File: config.mk
export PLATFORM = sky130hd
export DESIGN_NAME = ffa_ram
export DESIGN_NICKNAME = d
export VERILOG_FILES = /design/src/rtl/ffa_ram.sv
export SDC_FILE = /design/constraint.sdc
export NUM_CORES = 2
export LEC_CHECK = 0
export ABC_CLOCK_PERIOD_IN_PS = 3800
export BUFFER_PORTS_ARGS = -buffer_cell sky130_fd_sc_hd__buf_2
export CAP_MARGIN = 20
export CORE_UTILIZATION = 57
export DETAILED_ROUTE_END_ITERATION = 7
export PLACE_DENSITY = 0.83
export SLEW_MARGIN = 20
export SYNTH_ARGS = -nofsm -noshare
export SYNTH_HDL_FRONTEND = slang
export SYNTH_SLANG_ARGS = --single-unit
File: constraint.sdc
create_clock -name aclk -period 3.8 [get_ports aclk]
set_clock_uncertainty 0.15 [all_clocks]
set_input_delay 0.76 -clock aclk [delete_from_list [all_inputs] [get_ports aclk]]
set_output_delay 0.76 -clock aclk [all_outputs]
set_load 0.005 [all_outputs]
File: src/rtl/ffa_ram.sv
// Generic simple dual-port RAM, one write and one registered read port.
// No dependencies.
module ffa_ram #(
    parameter int unsigned WIDTH = 32,
    parameter int unsigned DEPTH = 128,
    parameter int unsigned AW    = $clog2(DEPTH)
) (
    input  logic             aclk,
    input  logic             we,
    input  logic [AW-1:0]    waddr,
    input  logic [WIDTH-1:0] wdata,
    input  logic [AW-1:0]    raddr,
    output logic [WIDTH-1:0] rdata
);
    logic [WIDTH-1:0] mem [DEPTH];
    logic [WIDTH-1:0] rdata_reg;

    always_ff @(posedge aclk) begin
        if (we) begin
            mem[waddr] <= wdata;
        end
        rdata_reg <= mem[raddr];
    end

    assign rdata = rdata_reg;
endmodule

==> summary.md <==
| Metric | Value |
|---|---|
| Min-Delay Path Depth | 1 |
| Placed instance area | 167200 um^2 |
| Die Y | 525.6 um |
| Distinct cells, synth | 17 |
| Number of flip-flops in the largest register | 4096 |
| Initial core utilization | 57.51% |
| Power per cell area | 528.6 nW/um^2 |
| Max-Cap Viols | 0 |
| H-tree levels | 5 |
| Final nets | 6645 |
| Crit end category | flip-flop |
| Final Hold Fails | 0 |
| Fraction of layout cells with a size suffix above 1 | 37.28% |
| Grt ovf | 0 |
| Standard-cell rows | 191 |
| Status | finished clean |
| Register area | 123600 um^2 |
| Largest driver fanout on the critical path | 30 |
| Clk_lat worst skew | 940 ps |
| Setup bufs post-CTS | 0 |
| Period utilisation layout | 90.51% |
| Die X | 525.6 um |
| Drt wl/cell | 48.26 um |
| CTS Hold Bufs | 0 |
| Port Buf Inserts | 79 |
| Fmax | 290.8 MHz |
| TritonCTS Sinks | 4128 |
| Setup ws final | 360.8 ps |
| FILL cells | 14650 |
| Net count after synthesis | 6038 |
| Setup slack at placement | -322.8 ps |
| Post-DP HPWL | 247.2 mm |
| Measured slew at the worst slew-check pin | 1138 ps |
| Multi-input logic area | 32320 um^2 |
| R2R depth | 4 |
| Final slew viol count | 0 |
| Post-synthesis sequential area ratio | 79.12% |
| Final instance area | 179100 um^2 |
| Num CTS Buffers | 378 |
| Gate Count Post-Synth | 5990 |
| Gpl congestion | 0.8440 |
| # setup viols final | 0 |
| Core footprint | 271700 um^2 |
| Worst-path clk slew | 70 ps |
| Starting DRT DRC Count | 18770 |
| Initial antenna violation count | 73 |
| Yosys reg bits | 4128 |
| Post-synth EDFFs | 4096 |
| Critical path required time | 4420 ps |
| Synth-to-layout area growth | 14.61% |
| Area of the die | 276300 um^2 |
| Via Count | 81510 |
| # DRC | 0 |
| First-pass GRT wire length | 683.5 mm |
| RSZ-0062 raised after global routing | no |
| ANT nets after route | 0 |
| Final Instance Count excl. Fillers | 10500 |
| Pwr Total | 94.67 mW |
| Post-synthesis average cell area | 26.09 um^2 |
| Min Hold Slack | 254.5 ps |
| Crit path DAT | 4060 ps |
| Path category of the worst min-delay check | primary input to flip-flop |
| P_leak | 55.19 nW |
| Vias in the first global route | 80340 |
| Max transition margin | 24.15% |
| Min Tclk post-route | 3439 ps |
| Largest net degree at the start of global routing | 129 |
| Vias per cell | 7.763 |
| Worst VDD drop | 0.0004065 V |
| Gr usage total | 36.31% |
| Startpoint types | primary input |
| Routed WL | 506.7 mm |
| Yosys warning count | 0 |
| I/O pin count | 80 |
| Post-cts resize count | 0 |
| Post-synthesis async set-or-reset flop share | 0% |
| Crit Path Category | primary input to flip-flop |
| Synth Flop Type | edfxtp_1 |
| Cell count after placement | 9787 |
| Root buf cell | clkbuf_16 |
| Clock Path Buffers | 4 |
| Cell Area, Synth | 156300 um^2 |
| Drt pass-1 iters | 8 |
| CTS tree | built |
-- final cells by class --
type / count / share of cell area, %
tap: 3570 / 2.494
antenna: 31 / 0.04331
sequential: 4128 / 69.03
clock inverter: 213 / 1.016
timing repair buffer: 543 / 3.783
multi-input combinational: 1546 / 18.05
clock buffer: 469 / 5.588
-- synthesized netlist by cell type (2+ instances only) --
library cell,n,share of area [%]
nand2b_1,2,0.0080
dfxtp_1,32,0.41
nand4_1,3,0.012
clkbuf_1,182,0.44
mux2_2,32,0.23
buf_4,3,0.014
edfxtp_1,4096,79
nor2_1,122,0.29
buf_1,50,0.12
nor2b_1,7,0.028
buf_6,2,0.014
buf_2,79,0.25
nand2_1,14,0.034
nor3_1,9,0.029
mux4_2,1344,19
nand3_1,12,0.038
-- where the power goes --
| part | leakage [nW] | internal [mW] | switching, mW | total, mW |
|---|---|---|---|---|
| registers | 37.1 | 50.2 | 0.189 | 50.4 |
| clock network | 5.77 | 20.7 | 18.0 | 38.7 |
| logic | 12.3 | 2.09 | 3.45 | 5.53 |
-- final timing paths --
check / startpoint / end / slack [ps]
max: raddr[0] / rdata[19]$_DFF_P_ / 360
min reg2reg: mem[125][21]$_DFFE_PP_ / rdata[21]$_DFF_P_ / 1020
max reg2reg: mem[123][19]$_DFFE_PP_ / rdata[19]$_DFF_P_ / 860
min: wdata[9] / mem[4][9]$_DFFE_PP_ / 250
-- kinds of logic after synthesis --
logic type / synth area share (%)
simple gates: 0.4460
mux: 19.60
buf+inv: 0.8391
flops: 79.12
-- cell usage in the layout, fill, tap and decap left out, types with 16 or more instances in the layout --
cell type	n
clkinv_2	68
bufinv_16	29
diode_2	31
clkinvlp_4	16
mux2_2	32
clkbuf_16	384
clkbuf_1	77
nor2_4	119
buf_2	41
dfxtp_1	32
buf_4	274
buf_12	221
mux4_2	1344
clkinv_1	84
edfxtp_1	4096
-- critical path: stages --
cell,delay [ps]
buf_12,200
buf_12,220
buf_12,300
buf_12,250
mux4_2,590
mux4_2,590
mux4_2,700
mux2_2,350
-- per-stage QoR --
step | util (%) | TNS [ps]
detailed placement | 61.53 | -5986
CTS | 65.88 | 0
finish | 65.92 | 0
global route | 65.90 | 0
global placement | 61.53 | -3750
floorplan | - | -32310
-- routing by layer --
metal  up-vias  wire (um)  part of all wire (%)  global-route usage (%)
li1      27580          -                     -                       -
met1     41380     147100                    29                   45.96
met2     10350     239700                    47                   56.17
met3      2145      82110                    16                   10.34
met4        62      37320                   7.4                   22.49
met5         -        452                 0.089                       0
Note: power is estimated with default switching activity, not from simulation.
